===== src/design/fbf_pkg.sv =====
// Shared constants and types of the fingerprint Bloom filter.
package fbf_pkg;

  localparam logic [31:0] C1     = 32'hcc9e2d51;
  localparam logic [31:0] C2     = 32'h1b873593;
  localparam logic [31:0] C3     = 32'he6546b64;
  localparam logic [31:0] C4     = 32'h85ebca6b;
  localparam logic [31:0] C5     = 32'hc2b2ae35;
  localparam logic [31:0] SEED_A = 32'haaaaaaaa;
  localparam logic [31:0] SEED_B = 32'hbbbbbbbb;

  localparam logic [1:0] ANS_INSERTED = 2'd0;
  localparam logic [1:0] ANS_FULL     = 2'd1;
  localparam logic [1:0] ANS_MAYBE    = 2'd2;
  localparam logic [1:0] ANS_ABSENT   = 2'd3;

  localparam logic ACT_INSERT = 1'b0;
  localparam logic ACT_CHECK  = 1'b1;

  localparam logic [1:0] REG_CELLS  = 2'd0;
  localparam logic [1:0] REG_HASHES = 2'd1;
  localparam logic [1:0] REG_PROBES = 2'd2;

  typedef struct packed {
    logic        action;
    logic [31:0] key_word;
    logic [2:0]  word_bytes;
    logic        last_word;
  } word_t;

  typedef struct packed {
    logic        action;
    logic [31:0] ha;
    logic [31:0] hb;
  } job_t;

  typedef struct packed {
    logic [1:0]  answer;
    logic [31:0] element_count;
  } result_t;

  typedef struct packed {
    logic [12:0] cells;
    logic [3:0]  hashes;
    logic [4:0]  probes;
  } cfg_t;

endpackage


===== src/design/fbf_front.sv =====
// Key hashing front: absorbs key words and finalizes both hashes.
module fbf_front (
  input  logic         clk_i,
  input  logic         rst_ni,
  input  logic         acc_i,
  input  fbf_pkg::word_t word_i,
  output logic         ready_o,
  output fbf_pkg::job_t job_o,
  output logic         job_valid_o,
  input  logic         job_ready_i
);
  typedef enum logic [2:0] {
    F_IDLE, F_M1, F_M2, F_M3, F_FIN1, F_FIN2, F_PUSH
  } state_e;

  state_e      state_q, state_d;
  logic [31:0] ha_q, ha_d, hb_q, hb_d, k_q, k_d;
  logic [15:0] len_q, len_d;
  logic        act_q, act_d, full_q, full_d, last_q, last_d;

  always_comb begin
    logic [2:0]  n;
    logic [31:0] mask, ra, rb, fa, fb, kr;
    state_d = state_q;
    ha_d = ha_q;
    hb_d = hb_q;
    k_d = k_q;
    len_d = len_q;
    act_d = act_q;
    full_d = full_q;
    last_d = last_q;
    n = (word_i.word_bytes > 3'd4) ? 3'd4 : word_i.word_bytes;
    case (n)
      3'd1: mask = 32'h000000ff;
      3'd2: mask = 32'h0000ffff;
      3'd3: mask = 32'h00ffffff;
      default: mask = 32'hffffffff;
    endcase
    kr = {k_q[16:0], k_q[31:17]};
    ra = ha_q ^ k_q;
    rb = hb_q ^ k_q;
    ra = {ra[18:0], ra[31:19]};
    rb = {rb[18:0], rb[31:19]};
    fa = ha_q ^ {16'd0, len_q};
    fb = hb_q ^ {16'd0, len_q};
    fa = fa ^ (fa >> 16);
    fb = fb ^ (fb >> 16);
    unique case (state_q)
      F_IDLE: begin
        if (acc_i) begin
          if (!word_i.last_word) begin
            k_d = word_i.key_word;
            full_d = 1'b1;
            last_d = 1'b0;
            len_d = len_q + 16'd4;
            state_d = F_M1;
          end else begin
            act_d = word_i.action;
            last_d = 1'b1;
            full_d = (n == 3'd4);
            k_d = word_i.key_word & mask;
            len_d = len_q + 16'(n);
            state_d = (n == 3'd0) ? F_FIN1 : F_M1;
          end
        end
      end
      F_M1: begin
        k_d = 32'(k_q * fbf_pkg::C1);
        state_d = F_M2;
      end
      F_M2: begin
        k_d = 32'(kr * fbf_pkg::C2);
        state_d = F_M3;
      end
      F_M3: begin
        if (full_q) begin
          ha_d = (ra << 2) + ra + fbf_pkg::C3;
          hb_d = (rb << 2) + rb + fbf_pkg::C3;
        end else begin
          ha_d = ha_q ^ k_q;
          hb_d = hb_q ^ k_q;
        end
        state_d = last_q ? F_FIN1 : F_IDLE;
      end
      F_FIN1: begin
        ha_d = 32'(fa * fbf_pkg::C4);
        hb_d = 32'(fb * fbf_pkg::C4);
        state_d = F_FIN2;
      end
      F_FIN2: begin
        ha_d = 32'((ha_q ^ (ha_q >> 13)) * fbf_pkg::C5);
        hb_d = 32'((hb_q ^ (hb_q >> 13)) * fbf_pkg::C5);
        state_d = F_PUSH;
      end
      F_PUSH: begin
        if (job_ready_i) begin
          ha_d = fbf_pkg::SEED_A;
          hb_d = fbf_pkg::SEED_B;
          len_d = 16'd0;
          state_d = F_IDLE;
        end
      end
      default: state_d = F_IDLE;
    endcase
  end

  always_ff @(posedge clk_i or negedge rst_ni) begin
    if (!rst_ni) begin
      state_q <= F_IDLE;
      ha_q <= fbf_pkg::SEED_A;
      hb_q <= fbf_pkg::SEED_B;
      len_q <= 16'd0;
    end else begin
      state_q <= state_d;
      ha_q <= ha_d;
      hb_q <= hb_d;
      len_q <= len_d;
    end
  end

  always_ff @(posedge clk_i) begin
    k_q <= k_d;
    act_q <= act_d;
    full_q <= full_d;
    last_q <= last_d;
  end

  assign ready_o = (state_q == F_IDLE);
  assign job_valid_o = (state_q == F_PUSH);
  assign job_o.action = act_q;
  assign job_o.ha = ha_q ^ (ha_q >> 16);
  assign job_o.hb = hb_q ^ (hb_q >> 16);
endmodule


===== config.mk =====
export PLATFORM = sky130hd
export DESIGN_NAME = fbf_front
export DESIGN_NICKNAME = d
export VERILOG_FILES = /design/src/design/fbf_pkg.sv /design/src/design/fbf_front.sv
export SDC_FILE = /design/constraint.sdc
export NUM_CORES = 2
export LEC_CHECK = 0
export BUFFER_PORTS_ARGS = -buffer_cell sky130_fd_sc_hd__buf_2
export CORE_MARGIN = 10
export CORE_UTILIZATION = 55
export DETAILED_ROUTE_END_ITERATION = 10
export GPL_TIMING_DRIVEN = 0
export PLACE_DENSITY = 0.74
export SYNTH_ARGS = -nofsm -noshare
export SYNTH_HDL_FRONTEND = slang
export SYNTH_SLANG_ARGS = --single-unit

===== constraint.sdc =====
create_clock -name clk_i -period 7.3 [get_ports clk_i]
set_input_delay 1.46 -clock clk_i [delete_from_list [all_inputs] [get_ports clk_i]]
set_output_delay 1.46 -clock clk_i [all_outputs]
set_load 0.02 [all_outputs]

Word level (Yosys, flattened, before mapping)
Cells that the tools add are included.
Word-level totals
  bits in registers: 118
  word-level logic and storage cells: 77
  output and inout port bits: 67
  input bits: 41
Cells by class
  magnitude comparators: 1
  reduce and logical (&&, ||, !) cells: 11
  mux-type cells: 22
  add/subtract/negate cells: 6
  multiply operators: 6
  bitwise operators: 11
  equality and inequality tests: 12
Operator list (count)
  case mux 32 bit (4 select lines): 2
  two-way mux 32 bit: 6
  case mux 32 bit (3 select lines): 2
  bitwise XOR 32 x 16 -> 32 bit: 6
  multiplier 32 x 31 -> 32 bit, second input constant: 3
  adder 32 bit: 2
  adder 32 bit, second input constant: 2
  multiplier 32 x 32 -> 32 bit, second input constant: 2
  bitwise XOR 32 x 19 -> 32 bit: 2
  bitwise XOR 32 bit: 2
  two-way mux 16 bit: 3
  bitwise AND 32 bit: 1
  multiplier 32 x 29 -> 32 bit, second input constant: 1
  case mux 16 bit (2 select lines): 1
  case mux 3 bit (7 select lines): 1
  two-way mux 3 bit: 6
  adder 16 x 3 -> 16 bit: 1
  adder 16 x 3 -> 16 bit, second input constant: 1
  equality test 3 x 2 -> 1 bit, second input constant: 4
  equality test 3 bit, second input constant: 4
  AND reduction 2 bit: 4
  equality test 3 x 1 -> 1 bit, second input constant: 2
  logical NOT 3 bit: 2
  AND reduction 3 bit: 2
  7 further kinds: 7

Depth between registers and ports, before layout
  word-level depth: 8
  mapped depth: 29
  depth with buffers taken out: 27

Least setup slack after synthesis
No wires, ideal clock.
  kind: flip-flop to flip-flop
  start: reg hb_q[25]
  end: reg hb_q[29]
  data arrival time: 7618 ps
  cell stages (with the launch flop): 28
  data required time: 7227 ps
  setup slack: -391 ps
  buffers on the path: 1
  cells stage by stage: dfstp_2 clkbuf_1 xor2_1 xnor2_1 inv_1 xnor2_1 ha_1 fa_1 fa_1 inv_1 fa_1 fa_1 inv_1 fa_1 fa_1 inv_1 fa_1 inv_1 ha_1 nand3_1 nor2_1 and4_1 a211oi_2 o21ai_1 a2111o_1 o21ai_1 o32ai_1 a21oi_1
Between the ends
  longest elaborated chain between the ends: 5
  elaborated cells between the ends (all ways): 10
  classes of those cells: add/sub: 2; mul: 2; mux: 2; bitwise: 4
Ends and longest elaborated chain
  start: declaration: RTL line fbf_front.sv:17  | logic [31:0] ha_q, ha_d, hb_q, hb_d, k_q, k_d;
  start signal: assignment: RTL line fbf_front.sv:111  | hb_q <= fbf_pkg::SEED_B;
  parallel branches: the longest is 4 deep, another holds multiplier 32 x 32 -> 32 bit
  case mux 32 bit (4 select lines) *: RTL line fbf_front.sv:48  | unique case (state_q)
Every way passes the cells marked *.
A chain may end at the register's enable or synchronous reset.

Final worst setup path
  start: reg ha_q[8]
  end: reg ha_q[30]
Between the ends
  longest elaborated chain between the ends: 5
  elaborated cells between the ends (all ways): 10
  classes of those cells: add/sub: 2; mul: 2; mux: 2; bitwise: 4
Ends and longest elaborated chain
  start: declaration: RTL line fbf_front.sv:17
  start signal: assignment: RTL line fbf_front.sv:110  | ha_q <= fbf_pkg::SEED_A;
  parallel branches: the longest is 4 deep, another holds multiplier 32 x 32 -> 32 bit
  case mux 32 bit (4 select lines) *: RTL line fbf_front.sv:48
Marked as above.

==> run summary <==
CTS tree: built
fraction of layout cells with a size suffix above 1: 0.160
Max Freq: 0.130 GHz
RSZ-0062 raised after global routing: yes
dpl cells: 8218
DR WL/cell: 25.9 um
total number of yosys warnings: 0
Final Cycle Share: 1.06
Worst Tran Pin Value: 1.45 ns
reg-to-reg endpoint: ha_q[30]$_DFFE_PN0P_
fin crit period: 7.71 ns
Post-Syn Instances: 6606
hold path depth: 1
setup TNS: -3.34 ns
Rows: 123
slew margin rel.: 0.0280
register area share after synthesis: 0.0510
Synth Flop Type: dfrtp_1
final worst setup slack: -0.408 ns
Hold Vio Cnt, Final: 0
Yosys cell types: 87
H-Tree Level Count: 4
Clk Latency, worst-skew pair: 0.51 ns
Mapped Area: 62300 um^2
Clock Sinks: 118
failing checks: negative setup slack
initial antenna violation count: 8
Worst setup EP type: flop
global route total overflow: 0
placed wire-length estimate: 177000 um
final setup vio count: 19
die area: 127000 um^2
dpl ws: -1.60 ns
post-cts hold buffer count: 0
number of global-route vias before repair: 52.3k
first-pass GRT wire length: 327000 um
final net count: 9468
CTS root buf: clkbuf_16
CTS buffer count: 17
HP Start: ha_q[1]$_DFFE_PN1P_
R2R Setup Slk: -0.41 ns
Starting Density: 0.554
port bufs: 107
chip width: 357 um
async set-reset flop share out of synthesis: 0.703
Slew Limit Fails: 0
Crit Path Class: reg2reg
Global Route Usage Sum: 0.345
RePlAce Congestion: 1.04
Antenna Nets Post-Route: 0
Ports: 108
vias per cell: 5.92
largest net degree at the start of global routing: 69
Area Overhead vs Synth: 17.2%
drt pass-1 iters: 8
worst hold endpoint: ha_q[1]$_DFFE_PN1P_
synthesized area per cell: 9.44 um^2
commonest non-fill, non-tap cells in the layout: inv_1 (1873), ha_1 (1102), fa_1 (1091)
DRC Markers: 0
CP Data Required Time: 7.67 ns
Die Y: 357 um
final wirelength: 224000 um
clock skew: 0.0185 ns
Synth top area share: 0.360
FF+latch count, synth: 118
clk slew on worst S/H paths: 0.07 ns
Vias: 51.2k
worst reg2reg path depth: 24
commonest non-fill, non-tap cell in the layout: inv_1
CTS Buffer Depth: 2
crit path DAT: 8.08 ns
Min-Delay Path Class: reg2reg
number of synthesized flops with an enable pin: 35
core area: 112000 um^2
status: finished with violations
Synth area leader: fa_1
filler-free cell count of the finished design: 8636
Net Count, Synth: 8956
synth top area cells: fa_1 (36%), ha_1 (24%), inv_1 (12%), xnor2_1 (5.0%), xor2_1 (3.0%)
R2R Path Start: ha_q[8]$_DFFE_PN0P_
critical-path maximum fanout: 6
Critical Path Start Type: flop
Detailed Route Iter0 Violations: 5569
Max-Cap Viols: 0
-- kinds of logic (layout without fill, tap and decap cells) --
family	after synthesis	after routing	synth area share
muxes	30	30	0.00496
buffers and inverters	2080	2605	0.127
AOI/OAI and AO/OA	855	855	0.0894
DFF	118	118	0.0510
and+or+nand+nor	647	647	0.0494
xor gates and xnor gates	567	567	0.0797
other	0	5	0
adders and majority gates	2309	2309	0.598
-- registers in the layout, indices dropped and copies added (netlist names) --
register,flops
ha_q,32
hb_q,32
k_q,32
len_q,16
state_q,3
act_q,1
full_q,1
last_q,1
-- how the worst max path moves through the flow --
stage / from / end / slack (ns) / cells past startpoint
final: ha_q[8]$_DFFE_PN0P_ / ha_q[30]$_DFFE_PN0P_ / -0.41 / 24
after global routing: ha_q[8]$_DFFE_PN0P_ / ha_q[30]$_DFFE_PN0P_ / -0.55 / 24
after CTS: ha_q[27]$_DFFE_PN1P_ / ha_q[28]$_DFFE_PN0P_ / -0.25 / 26
after detailed placement: ha_q[20]$_DFFE_PN0P_ / ha_q[28]$_DFFE_PN0P_ / -1.60 / 25
after global placement: hb_q[16]$_DFFE_PN1P_ / hb_q[27]$_DFFE_PN1P_ / -1.58 / 28
after floorplan: hb_q[26]$_DFFE_PN0P_ / hb_q[29]$_DFFE_PN1P_ / -0.004 / 25
-- worst max-delay path: stages, from the launching register on --
cell	delay, ns
dfrtp_2	0.54
xnor2_4	0.38
inv_2	0.11
ha_1	0.41
ha_4	0.35
a21oi_4	0.07
fa_1	0.53
fa_1	0.50
inv_1	0.07
fa_1	0.51
fa_1	0.59
fa_1	0.56
inv_1	0.07
fa_1	0.49
inv_1	0.07
ha_2	0.35
a21o_1	0.19
a21o_1	0.19
nor2b_1	0.14
a31oi_2	0.28
a311oi_4	0.20
o41ai_2	0.29
xnor2_1	0.19
a221oi_1	0.38
a21boi_1	0.11
-- cells in the mapped netlist (24+ instances only) --
cell and number:
a211oi_1 42, a21o_1 85, a21oi_1 232, a22oi_1 24, a31oi_1 30, buf_4 33, clkbuf_1 101, dfrtp_1 43
dfstp_2 40, edfxtp_1 35, fa_1 1121, ha_1 1188, inv_1 1934, nand2_1 170, nand2b_1 35, nand3_1 56
nor2_1 194, nor2b_1 26, nor3_1 43, o21a_1 34, o21ai_0 167, o21bai_1 24, xnor2_1 357, xor2_1 210
-- area by class of cell --
type | count | area (um^2)
multi-input cells | 4408 | 54900
well taps | 1500 | 1880
inverters | 1938 | 7300
plain buffers | 117 | 790
clock inverters | 12 | 88.8
repair buffers | 518 | 4300
fillers | 8476 | 39400
clock buffers | 20 | 479
diodes | 5 | 12.5
flip-flops and latches | 118 | 3320
-- routing by layer --
layer / GRT usage / wire length, um / vias up
met5: 0 / 147 / -
met4: 0.183 / 16500 / 10
met3: 0.102 / 28000 / 959
met2: 0.516 / 96000 / 3375
met1: 0.449 / 83100 / 25200
li1: - / - / 21600
-- metrics by stage --
step,instance area (um^2),hold slack [ns],util
final,73100,0.662,0.650
after CTS,70500,0.675,0.627
after detailed placement,65100,0.565,0.579
after global placement,65000,0.557,0.578
after global routing,73100,0.673,0.650
after floorplan,62600,0.491,-
-- timing repair --
item / CTS / global route
pin swaps: 107 / 172
endpoints found under the hold margin: 0 / 0
resized for setup: 448 / 258
gates cloned: 0 / 0
setup buffers: 255 / 150
endpoints found under the setup margin: 46 / 37
Power is left out: the tool's default activity adds up to more than one toggle a clock period on the data nets, which glitch-free logic cannot reach.
