--- config.mk ---
export PLATFORM = sky130hd
export DESIGN_NAME = fbf_queue
export DESIGN_NICKNAME = d
export VERILOG_FILES = /design/src/design/fbf_pkg.sv /design/src/design/fbf_queue.sv
export SDC_FILE = /design/constraint.sdc
export NUM_CORES = 1
export LEC_CHECK = 0
export BUFFER_PORTS_ARGS = -buffer_cell sky130_fd_sc_hd__buf_2
export CORE_MARGIN = 1.5
export CORE_UTILIZATION = 47
export DETAILED_ROUTE_END_ITERATION = 10
export GPL_TIMING_DRIVEN = 0
export PLACE_DENSITY_LB_ADDON = 0.1
export RECOVER_POWER = 100
export SLEW_MARGIN = 25
export SYNTH_ARGS = -nofsm -noshare
export SYNTH_HDL_FRONTEND = slang
export SYNTH_SLANG_ARGS = --single-unit
--- constraint.sdc ---
create_clock -name clk_i -period 3.7 [get_ports clk_i]
set_clock_uncertainty 0.05 [all_clocks]
set_input_delay 0.37 -clock clk_i [delete_from_list [all_inputs] [get_ports clk_i]]
set_output_delay 0.37 -clock clk_i [all_outputs]
set_load 0.05 [all_outputs]
--- src/design/fbf_pkg.sv ---
// Shared constants and types of the fingerprint Bloom filter.
package fbf_pkg;

  localparam logic [31:0] C1     = 32'hcc9e2d51;
  localparam logic [31:0] C2     = 32'h1b873593;
  localparam logic [31:0] C3     = 32'he6546b64;
  localparam logic [31:0] C4     = 32'h85ebca6b;
  localparam logic [31:0] C5     = 32'hc2b2ae35;
  localparam logic [31:0] SEED_A = 32'haaaaaaaa;
  localparam logic [31:0] SEED_B = 32'hbbbbbbbb;

  localparam logic [1:0] ANS_INSERTED = 2'd0;
  localparam logic [1:0] ANS_FULL     = 2'd1;
  localparam logic [1:0] ANS_MAYBE    = 2'd2;
  localparam logic [1:0] ANS_ABSENT   = 2'd3;

  localparam logic ACT_INSERT = 1'b0;
  localparam logic ACT_CHECK  = 1'b1;

  localparam logic [1:0] REG_CELLS  = 2'd0;
  localparam logic [1:0] REG_HASHES = 2'd1;
  localparam logic [1:0] REG_PROBES = 2'd2;

  typedef struct packed {
    logic        action;
    logic [31:0] key_word;
    logic [2:0]  word_bytes;
    logic        last_word;
  } word_t;

  typedef struct packed {
    logic        action;
    logic [31:0] ha;
    logic [31:0] hb;
  } job_t;

  typedef struct packed {
    logic [1:0]  answer;
    logic [31:0] element_count;
  } result_t;

  typedef struct packed {
    logic [12:0] cells;
    logic [3:0]  hashes;
    logic [4:0]  probes;
  } cfg_t;

endpackage

--- src/design/fbf_queue.sv ---
// Two-entry queue of finished hash jobs between front and back.
module fbf_queue (
  input  logic          clk_i,
  input  logic          rst_ni,
  input  logic          push_valid_i,
  output logic          push_ready_o,
  input  fbf_pkg::job_t push_data_i,
  output logic          pop_valid_o,
  input  logic          pop_ready_i,
  output fbf_pkg::job_t pop_data_o
);
  fbf_pkg::job_t mem_q [2];
  logic          wp_q, rp_q;
  logic [1:0]    cnt_q;
  logic          push, pop;

  assign push_ready_o = (cnt_q != 2'd2);
  assign pop_valid_o = (cnt_q != 2'd0);
  assign push = push_valid_i && push_ready_o;
  assign pop = pop_valid_o && pop_ready_i;
  assign pop_data_o = mem_q[rp_q];

  always_ff @(posedge clk_i or negedge rst_ni) begin
    if (!rst_ni) begin
      wp_q <= 1'b0;
      rp_q <= 1'b0;
      cnt_q <= 2'd0;
    end else begin
      if (push) wp_q <= ~wp_q;
      if (pop) rp_q <= ~rp_q;
      cnt_q <= cnt_q + 2'(push) - 2'(pop);
    end
  end

  always_ff @(posedge clk_i) begin
    if (push) begin
      mem_q[wp_q] <= push_data_i;
    end
  end
endmodule

[Yosys cells after proc, flatten, opt, wreduce, memory -nomap -nowiden]
Memories as Yosys holds them, arrays and structs flattened.
Cells that the tools add are included.
Operators by class
  $add $sub $neg: 2
  multiply operators: 0
  div/mod/pow operators: 0
  order comparisons: 0
  equal/unequal tests: 1
  shifts and indexed selects: 0
  multiplexer cells: 2
  bitwise gates (word level): 2
  reduce and logical (&&, ||, !) cells: 3
Operators with widths (number)
  adder 2 x 1 -> 2 bit: 1
  logical AND 1 bit: 2
  two-way mux 1 bit: 2
  inequality test 2 bit (second input constant): 1
  NOT 1 bit: 2
  nonzero test 2 bit: 1
  subtractor 2 x 1 -> 2 bit: 1
Word-level totals
  register bits after elaboration: 4
  bits in latches: 0
  memory bits (writable): 130
  ROM bits: 0
  input port bits: 69
  output and inout port bits: 67
  word-level logic and storage cells: 14
  memories kept: 1
Memories
  mem_q: words 2, bits a word 65, rd ports 1, clocked after Yosys merged registers in 0, write ports 1, line fbf_queue.sv:12  | fbf_pkg::job_t mem_q [2];

[Longest topological paths before layout]
Gate-level depths: netlist (run 1).
  word-level depth: 4
  depth in mapped cells: 7
  gate-level depth less buffers: 7

[Least setup slack after synthesis (run 1)]
No wires, ideal clock.
  path type: register to register
  from: reg cnt_q[0]
  to: mem mem_q[0][0] (netlist name) (enable)
  library setup time: 0.489 ns
  arrival time: 3.741 ns
  required time: 3.161 ns
  path slack: -0.580 ns
  cell stages (with the launch flop): 4
  buffers on the path: 0
  clock period less this slack: 4.280 ns
  cell sequence: dfrtp_1 -> nand2b_1 -> nand2_1 -> nor2_1
On the way
  word-level cells in the longest chain between the ends: 4
Ends and longest elaborated chain
  from (decl): line fbf_queue.sv:14  | logic [1:0] cnt_q;
  from (signal assigned): line fbf_queue.sv:31  | cnt_q <= cnt_q + 2'(push) - 2'(pop);
  inequality test 2 bit: line fbf_queue.sv:17  | assign push_ready_o = (cnt_q != 2'd2);
  named net push_ready_o: line fbf_queue.sv:6  | output logic push_ready_o,
  logical AND 1 bit: line fbf_queue.sv:19  | assign push = push_valid_i && push_ready_o;
  two-way mux 1 bit: line fbf_queue.sv:36  | if (push) begin
  two-way mux 1 bit (not written as such): line fbf_queue.sv:37  | mem_q[wp_q] <= push_data_i;
  to (decl): line fbf_queue.sv:12
The timed path passes the listed nets, and every way through them passes these cells.

==> impl_metrics.json, run 1 <==
{
  "avgSynthCellArea_um2": 23.1,
  "cp_max_fo": 10,
  "maxSlewHeadroom": 0.104,
  "netlist_instances": 219,
  "start_util": 0.487,
  "first_pass_iters": 4,
  "rsz0062_at_grt": "no",
  "fin_setup_tns_ns": 0,
  "ios": 136,
  "gr-usage-all-layers": 0.169,
  "fillers": 792,
  "grt_pass1_wl_mm": 14.3,
  "worstReg2RegStart": "cnt_q[1]$_DFF_PN0_",
  "fp.coreArea_um2": 10400,
  "maxSlewViolCount": 0,
  "htreeDepth": 4,
  "grt_max_degree": 40,
  "fmax_mhz": 357,
  "routedWlPerCell_um": 15.3,
  "multi_input_area_um2": 975,
  "area_growth_pct": 38.3,
  "cts_tree": "done",
  "clock_latency_ns": 0.50,
  "hp-start": "push_data_i[34]",
  "vias_per_cell": 4.68,
  "clock-root-buffer": "clkbuf_8",
  "instances_no_fill": 590,
  "tightest_slew_ns": 1.34,
  "ir_drop_v": 0.000554,
  "criticalPathCategory": "flip-flop to output pin",
  "leakage_uw": 0.00254,
  "grt_pass1_vias": 3001,
  "crit_required_ns": 3.28,
  "route.detailed.drc": 0,
  "antenna_cells": 0,
  "start_kind": "flip-flop",
  "nets": 512,
  "worst_setup_path_end_kind": "output pin",
  "r2r_slack_ns": 0.96,
  "setup_viol": 0,
  "dieHeight_um": 107,
  "r2r_cells": 5,
  "run_status": "completed",
  "postRouteAntennaNets": 0,
  "arrival_ns": 2.38,
  "min_to": "mem_q[0][34]$_DFFE_PP_",
  "io_buffer_count": 135,
  "cap_violations": 0,
  "hold_path.class": "primary input to flip-flop",
  "clk_pin_slew_ns": 0.06,
  "pre_cts_ws_ns": 1.91,
  "yosysSeqAreaShare": 0.793,
  "route.vias.total": 2764,
  "yosys_register_bits": 134,
  "clock_sinks": 134,
  "rows": 37,
  "dieArea_um2": 11400,
  "hpwlAfterDp_mm": 5.74,
  "wl_mm": 9.05,
  "yosys_warnings": 0,
  "power_uw": 6250,
  "drt_iter0_drc": 88,
  "finalWorstSetupSlack_ns": 0.895,
  "regArea_um2": 4000,
  "grt_overflow_total": 0,
  "synth_area_um2": 5050,
  "place_congestion": 0.678,
  "dp.cells": 494,
  "p_per_area_nw_per_um2": 896,
  "synth.distinct_cells": 16,
  "hold_violations": 0,
  "r2r_end": "mem_q[0][44]$_DFFE_PP_",
  "synthesis.nets": 290,
  "clock_path_buffers": 2,
  "drive_above_1_share": 0.289,
  "hold_depth": 1,
  "final.min_clock_period_ns": 2.80,
  "min_period_over_period": 0.758,
  "cts_buffers": 17,
  "die_x_um": 107,
  "antenna_found_initial": 0
}
-- area by class of cell --
cell class	count	area share
clock inverter	15	0.0165
multi-input combinational	77	0.140
timing repair buffer	203	0.178
clock buffer	17	0.0593
buffer	7	0.00807
sequential	134	0.574
inverter	1	0.000538
tap	136	0.0244
-- sequential cells by signal, summed over array words and instances, names as in the netlist --
name and cells:
rp_q 1, mem_q 130, cnt_q 2, wp_q 1
-- worst max-delay path, cell delays in order, from the launching register on --
cell and delay, ns:
dfrtp_1 0.37, clkbuf_1 0.57, buf_6 0.28, mux2_4 0.17
clkbuf_1 0.49
-- cells in the mapped netlist (all sizes together) --
master  count  area [um2]
and2        1        6.26
xor2        1        8.76
nor2        1        3.75
nand2b      1        6.26
inv         1        3.75
and3        1        6.26
dfrtp       4         100
buf         7        66.3
ha          2        25.0
edfxtp    130        3900
nand2       1        3.75
mux2       65         882
xnor2       3        26.3
or2         1        6.26
-- cell usage in the layout (no fill, tap or decap), types with 2 or more instances in the layout --
cell	count
mux2_4	40
clkinv_4	2
clkbuf_1	107
dfrtp_1	4
xnor2_1	3
clkinv_2	3
clkinv_1	4
clkbuf_16	16
dlygate4sd3_1	64
buf_6	4
clkinvlp_4	5
ha_1	2
mux2_2	25
buf_2	32
edfxtp_1	130
-- metal layers --
layer  wire [um]  vias to the layer above  global-route usage  part of all wire
li1            -                     1311                   -                 -
met4          99                        0              0.0629             0.011
met2        4750                       89               0.289              0.52
met5           0                        -                   0                 0
met1        3590                     1353               0.195              0.40
met3         607                       11              0.0614             0.067
-- logic make-up after synthesis --
family                     share of synthesized area
adders and majority gates                    0.00496
DFF                                            0.793
xor gates and xnor gates                     0.00694
buffers and inverters                         0.0139
muxes                                          0.175
and+or+nand+nor                              0.00645
-- timing repair --
item                                   4_1_cts  5_1_grt
hold buffers                                63        1
endpoints found under the hold margin      128        2
setup endpoints to repair                    0        0
buffers inserted                             0        0
resized for setup                            0        0
-- power by group --
group | internal [uW] | switching, uW
clock | 876 | 595
combinational | 771 | 1840
sequential | 2080 | 84.4
-- per-stage QoR --
| stage | utilization | hold WS, ns | cell area [um2] |
|---|---|---|---|
| after floorplan | - | 0.0244 | 5050 |
| after global placement | 0.569 | 0.130 | 5900 |
| after detailed placement | 0.580 | 0.131 | 6010 |
| after CTS | 0.691 | 0.00139 | 7170 |
| after global routing | 0.673 | 0.0632 | 6980 |
| final | 0.673 | 0.0826 | 6980 |
-- worst max-delay path by stage --
stage | from | cells after the start | to
after CTS | rp_q$_DFFE_PN0P_ | 4 | pop_data_o[20]
after floorplan | cnt_q[0]$_DFF_PN0_ | 3 | mem_q[0][0]$_DFFE_PP_
final | rp_q$_DFFE_PN0P_ | 4 | pop_data_o[53]
after detailed placement | cnt_q[1]$_DFF_PN0_ | 5 | mem_q[0][44]$_DFFE_PP_
after global routing | rp_q$_DFFE_PN0P_ | 4 | pop_data_o[20]
after global placement | cnt_q[1]$_DFF_PN0_ | 3 | mem_q[0][42]$_DFFE_PP_
(Power assumes the default switching activity.)
==> run 2, diff against run 1 <==
- clock period: 3.7 -> 2.2 ns (I/O delays scaled with it)
==> run 2 against run 1 <==
  * Die area stayed put
  * Via count is 1.2% higher
  * Critical endpoint is now pop_data_o[15]
  * Clock power is 110% higher
  * Sequential share of layout area is 2.4 points lower
  * Sequential cell count stayed put
  * Critical path depth stayed put
  * Core utilization is 3.0 points higher
  * First-iteration DRC count is 42% higher
  * Cell area is 4.4% higher
  * Worst hold slack better by 0.29 ns
  * Non-clock buffer count is 5 higher
  * Register-to-register slack worse by 0.75 ns
==> impl_metrics.json, run 2 (synthesized netlist as in run 1, its figures left out) <==
{
  "run_status": "completed",
  "cap_violations": 0,
  "startpoint": "rp_q$_DFFE_PN0P_",
  "r2r_end": "mem_q[0][23]$_DFFE_PP_",
  "leakage_uw": 0.00285,
  "cts_buffers": 17,
  "area_growth_pct": 44.4,
  "r2r_cells": 5,
  "cts_hold_buffers": 69,
  "cts_tree": "done",
  "wl_mm": 9.12,
  "critPathMostFrequentCell": "buf_6",
  "min_to": "mem_q[1][29]$_DFFE_PP_",
  "first_pass_iters": 6,
  "fillers": 702,
  "dieHeight_um": 107,
  "crit_slowest_cell": "dfrtp_1",
  "rsz0062_at_grt": "no",
  "ios": 136,
  "clock-root-buffer": "clkbuf_8",
  "vias_per_cell": 4.70,
  "rows": 37,
  "place_congestion": 0.671,
  "gr-usage-all-layers": 0.171,
  "worstReg2RegStart": "cnt_q[1]$_DFF_PN0_",
  "cp_max_fo": 10,
  "clk_pin_slew_ns": 0.05,
  "dp.cells": 494,
  "maxSlewViolCount": 0,
  "hp-start": "push_data_i[29]",
  "path_cells": "buf_6, buf_6, mux2_4, clkbuf_2",
  "hold_violations": 0,
  "grt_overflow_total": 0,
  "grt_pass1_vias": 3049,
  "cts_resized": 0,
  "worst_setup_path_end_kind": "output pin",
  "mostFrequentLayoutCells": "edfxtp_1, dlygate4sd3_1, buf_2, clkbuf_2",
  "hpwlAfterDp_mm": 5.71,
  "antenna_found_initial": 0,
  "dieArea_um2": 11400,
  "postRouteAntennaNets": 0,
  "crit_family": "buffers and inverters",
  "die_x_um": 107,
  "grt_max_degree": 39,
  "final.min_clock_period_ns": 2.09,
  "min_period_over_period": 0.951,
  "clock_sinks": 134,
  "hold_path.class": "primary input to flip-flop",
  "power_uw": 11300,
  "maxSlewHeadroom": 0.519,
  "route.vias.total": 2796,
  "instances_no_fill": 595,
  "fp.coreArea_um2": 10400,
  "cp.buffers_inverters": 3,
  "grt_pass1_wl_mm": 14.2,
  "clock_latency_ns": 0.52,
  "tightest_slew_ns": 0.722,
  "ir_drop_v": 0.000800,
  "criticalPathCategory": "flip-flop to output pin",
  "start_kind": "flip-flop",
  "p_per_area_nw_per_um2": 1550,
  "arrival_ns": 1.82,
  "route.detailed.drc": 0,
  "antenna_cells": 0,
  "routedWlPerCell_um": 15.3,
  "hold-worst-slack_ns": 0.374,
  "nets": 517,
  "clock_path_buffers": 2,
  "final_core_util": 0.703,
  "post_cts_buffers": 0,
  "largest_register_ffs": 130,
  "drive_above_1_share": 0.444,
  "fmax_mhz": 478,
  "hold_depth": 2,
  "r2r_slack_ns": 0.21,
  "setup_viol": 0,
  "regMostFlops": "mem_q",
  "layout_commonest_cell": "edfxtp_1",
  "io_buffer_count": 135,
  "crit_required_ns": 1.93,
  "start_util": 0.487,
  "slowest_delay_ns": 0.38,
  "htreeDepth": 4,
  "largest_registers": "mem_q: 130 flops, cnt_q: 2 flops",
  "drt_iter0_drc": 125
}
-- run 2: area by class of cell --
| type | instances | area [um2] | area share |
|---|---|---|---|
| Sequential cell | 134 | 4000 | 0.549 |
| Tap cell | 136 | 170 | 0.0233 |
| Multi-Input combinational cell | 77 | 983 | 0.135 |
| Clock buffer | 24 | 490 | 0.0673 |
| Buffer | 7 | 66.3 | 0.00910 |
| Clock inverter | 8 | 168 | 0.0230 |
| Inverter | 1 | 3.75 | 0.000515 |
| Timing Repair Buffer | 208 | 1400 | 0.193 |
-- run 2: worst max path at each step --
stage	to	slack [ns]	cells after the start
after global routing	pop_data_o[15]	0.03	4
after CTS	pop_data_o[37]	0.09	4
final	pop_data_o[15]	0.11	4
after floorplan	mem_q[0][0]$_DFFE_PP_	0.04	3
after global placement	mem_q[0][41]$_DFFE_PP_	-0.43	3
after detailed placement	mem_q[0][41]$_DFFE_PP_	0.33	5
-- run 2: stage by stage --
stage | setup slack, ns | setup TNS, ns | area, um2
6_report | 0.108 | 0 | 7290
5_1_grt | 0.0280 | 0 | 7290
4_1_cts | 0.0940 | 0 | 7370
3_5_place_dp | 0.334 | 0 | 6020
3_3_place_gp | -0.430 | -36.31 | 5910
2_1_floorplan | 0.0431 | 0 | 5070
-- run 2: power by group --
| part | switching, uW | total (uW) | internal [uW] | leakage, uW |
|---|---|---|---|---|
| Clock | 962 | 3060 | 2100 | 0.000321 |
| Sequential | 150 | 3640 | 3490 | 0.00125 |
| Combinational | 3100 | 4600 | 1500 | 0.00127 |
| Total | 4220 | 11300 | 7090 | 0.00285 |
-- run 2: per-layer routing --
layer  global-route usage  part of all wire
met5                    0                 0
met4               0.0695             0.013
met3               0.0736             0.063
met2                0.300              0.53
met1                0.180              0.39
